[src/design/csp_ram.sv]
module csp_ram #(
    parameter int W = 64,
    parameter int D = 16
) (
    input  logic                 clk,
    input  logic                 we,
    input  logic [$clog2(D)-1:0] waddr,
    input  logic [W-1:0]         wdata,
    input  logic                 re,
    input  logic [$clog2(D)-1:0] raddr_a,
    input  logic [$clog2(D)-1:0] raddr_b,
    output logic [W-1:0]         rdata_a,
    output logic [W-1:0]         rdata_b
);
    logic [W-1:0] mem [D];

    always_ff @(posedge clk)
    begin
        if (we)
        begin
            mem[waddr] <= wdata;
        end
        if (re)
        begin
            rdata_a <= mem[raddr_a];
            rdata_b <= mem[raddr_b];
        end
    end
endmodule

[config.mk]
export PLATFORM = sky130hd
export DESIGN_NAME = csp_ram
export DESIGN_NICKNAME = d
export VERILOG_FILES = /design/src/design/csp_ram.sv
export SDC_FILE = /design/constraint.sdc
export NUM_CORES = 1
export LEC_CHECK = 0
export BUFFER_PORTS_ARGS = -buffer_cell sky130_fd_sc_hd__clkbuf_2
export CAP_MARGIN = 20
export CORE_UTILIZATION = 50
export CTS_BUF_LIST = sky130_fd_sc_hd__clkbuf_4
export DETAILED_ROUTE_END_ITERATION = 6
export GPL_ROUTABILITY_DRIVEN = 0
export GPL_TIMING_DRIVEN = 0
export MAX_ROUTING_LAYER = met4
export PLACE_DENSITY = 0.67
export SLEW_MARGIN = 20
export SYNTH_ARGS = -nofsm -noshare
export SYNTH_HDL_FRONTEND = slang
export SYNTH_SLANG_ARGS = --single-unit
[constraint.sdc]
create_clock -name clk -period 7.3 [get_ports clk]
set_input_delay 0.365 -clock clk [delete_from_list [all_inputs] [get_ports clk]]
set_output_delay 0.365 -clock clk [all_outputs]
set_load 0.005 [all_outputs]
==> flow_summary.json <==
{
  "dp_hpwl_um": 88700,
  "viasPerCell": 6.51,
  "min_to": "rdata_b[62]$_DFFE_PP_",
  "clk_pin_slew_ns": 0.07,
  "syn_nets": 2326,
  "postCtsSetupBuffers": 0,
  "drv_cap": 0,
  "drv_slew": 0,
  "dieArea_um2": 100000,
  "setup_tns_ns": 0,
  "min_path_cells": 4,
  "grt_overflow": 0,
  "syn2layout_area_growth_pct": 17.3,
  "placed_cell_area_um2": 53800,
  "rr_worst_depth": 4,
  "firstDrtPassIters": 5,
  "clk-insertion-delay-late_ns": 1.16,
  "grt_pass1_vias": 30800,
  "critPathKind": "in -> reg",
  "synth_top_family_by_area": "multiplexers",
  "die_h_um": 317,
  "dieWidth_um": 317,
  "num_vias": 28700,
  "worstPathRequired_ns": 8.10,
  "post_cts_resized": 0,
  "tritoncts": "yes",
  "setup_violations": 0,
  "root_buffer": "clkbuf_4",
  "hp-start": "raddr_b[2]",
  "status": "completed",
  "ioPinCount": 207,
  "max_slew_margin_pct": 24.8,
  "path_max_fanout": 8,
  "stdcell_count": 4413,
  "seq_area_frac_synth_pct": 69.8,
  "grt_pass1_wl_um": 200000,
  "yosysTopAreaCell": "edfxtp_1",
  "synth_top_area_share_pct": 69.8,
  "power.density_nw_per_um2": 242,
  "antenna_found_initial": 11,
  "worstSetupEndpointType": "flip-flop",
  "cts_buffers": 311,
  "core-area_um2": 98300,
  "hp-class": "in -> reg",
  "hold_violations": 0,
  "vdd_drop_max_mv": 0.157,
  "arrival_ns": 3.64,
  "timing.final.crit_share_pct": 38.9,
  "drtIter0Drc": 3386,
  "grt_usage_pct": 29.1,
  "static-leakage-power_nw": 19.3,
  "synth-compound-area-share_pct": 3.88,
  "ys_ff_latch": 1152,
  "ant_nets": 0,
  "final.fill_count": 7150,
  "wl_per_cell_um": 31.4,
  "worst_pin_slew_ns": 1.13,
  "cts_htree_levels": 5,
  "synth_warnings": 0,
  "dp.cells": 3824,
  "synth-xor-area-share_pct": 0,
  "synth_cell_types": 17,
  "synthTopCellsByArea": "edfxtp_1 70%, mux4_2 23%, a22oi_1 3.9%",
  "fin_skew_ns": 0.0678,
  "rsz0062_at_grt": "false",
  "critPathLaunchType": "input port",
  "fin_ws_ns": 4.46,
  "drc": 0,
  "initial_utilization_pct": 50.5,
  "synth_adder_area_share_pct": 0,
  "netlist_area_um2": 49600,
  "reg2reg_from": "mem[4][0]$_DFFE_PP_",
  "muxShareOfSynthArea_pct": 23.3,
  "synth-simple-area-share_pct": 1.28,
  "io_buffers": 202,
  "dp_slack_ns": 3.93,
  "synth_cells": 2247,
  "cts_sinks": 1152,
  "r2r-end": "rdata_b[0]$_DFFE_PP_",
  "rows": 115,
  "post-route-min-period_ns": 2.84,
  "grt_max_degree": 67,
  "regToRegSetupSlack_ns": 5.33,
  "syn_area_per_cell_um2": 22.1,
  "stdcell_area_um2": 58200,
  "drive_gt1_share_pct": 42.9,
  "fmax_mhz": 352,
  "wirelength_um": 139000,
  "clock_path_buffers": 4,
  "fin_nets": 3011
}
logic make-up after synthesis:
family | Yosys count
AOI/OAI and AO/OA | 256
buffers and inverters | 168
DFF | 1152
and+or+nand+nor | 159
muxes | 512
layout make-up:
class	instances	area [um^2]	share of cell area, %
diodes	14	35.0	0.0602
well taps	1287	1610	2.77
flip-flops and latches	1152	34600	59.5
repair buffers	372	3280	5.63
clock inverters	77	409	0.703
plain buffers	168	911	1.57
multi-input cells	927	14200	24.4
clock buffers	416	3120	5.37
state kept, by name, summed over array words and instances, names as in the netlist:
| register | cells |
|---|---|
| mem | 1024 |
| rdata_a | 64 |
| rdata_b | 64 |
cells in the mapped netlist, drive strengths merged:
library cell / instances
nand3b: 2
and2: 2
a22oi: 256
mux4: 512
nor2: 14
nor3: 4
edfxtp: 1152
clkbuf: 83
buf: 85
nand2: 129
nand3: 1
nor2b: 4
nand2b: 2
or3b: 1
report_power, final:
group / switching [mW] / internal, mW
Sequential: 0.0708 / 7.49
Combinational: 0.679 / 0.515
Clock: 2.57 / 2.76
repair_timing:
item                                     CTS  global route
hold endpoints to repair                1229             0
hold buffers                              81             0
endpoints found under the setup margin     0             0
critical path, stage by stage:
cell	delay (ns)
dlygate4sd3_1	0.54
clkbuf_2	0.13
or3b_2	0.61
nor3_2	0.70
buf_6	0.26
buf_4	0.22
buf_6	0.18
buf_4	0.19
buf_4	0.20
buf_4	0.22
layer usage:
| metal | up-vias | share of wire [%] | GRT usage [%] |
|---|---|---|---|
| met4 | 0 | 2.8 | 10.5 |
| met3 | 264 | 11 | 7.73 |
| met5 | - | 0 | - |
| li1 | 11500 | - | - |
| met1 | 15100 | 36 | 37.0 |
| met2 | 1841 | 50 | 45.4 |
placed cells by master, fill, tap and decap left out, drive strengths merged:
cell type | synthesis | final
dlygate4sd3 | 0 | 81
nor2b | 4 | 4
clkinv | 0 | 65
or3b | 1 | 1
diode | 0 | 14
bufinv | 0 | 4
mux4 | 512 | 512
nand3b | 2 | 2
nand3 | 1 | 1
nand2 | 129 | 129
and2 | 2 | 2
nor3 | 4 | 4
a22oi | 256 | 256
inv | 0 | 8
clkbuf | 83 | 701
edfxtp | 1152 | 1152
nand2b | 2 | 2
buf | 85 | 174
nor2 | 14 | 14
worst max path at each step:
| stage | slack, ns | cells past startpoint | to | from |
|---|---|---|---|---|
| 2_1_floorplan | 1.51 | 2 | mem[0][0]$_DFFE_PP_ | waddr[2] |
| 3_3_place_gp | -4.35 | 3 | mem[8][52]$_DFFE_PP_ | waddr[2] |
| 3_5_place_dp | 3.93 | 9 | mem[0][41]$_DFFE_PP_ | waddr[2] |
| 4_1_cts | 4.60 | 10 | mem[0][40]$_DFFE_PP_ | waddr[2] |
| 5_1_grt | 4.47 | 10 | mem[0][40]$_DFFE_PP_ | waddr[2] |
| 6_report | 4.46 | 10 | mem[0][40]$_DFFE_PP_ | waddr[2] |
through the flow:
stage,hold WS [ns],power (mW),util [%]
5_1_grt,0.0960,14.6,59.2
2_1_floorplan,0.464,8.33,-
3_3_place_gp,0.752,8.80,53.1
3_5_place_dp,0.751,8.85,54.7
6_report,0.149,14.1,59.2
4_1_cts,0.0335,14.2,59.1
No activity file was read; power rests on OpenSTA's default activity.
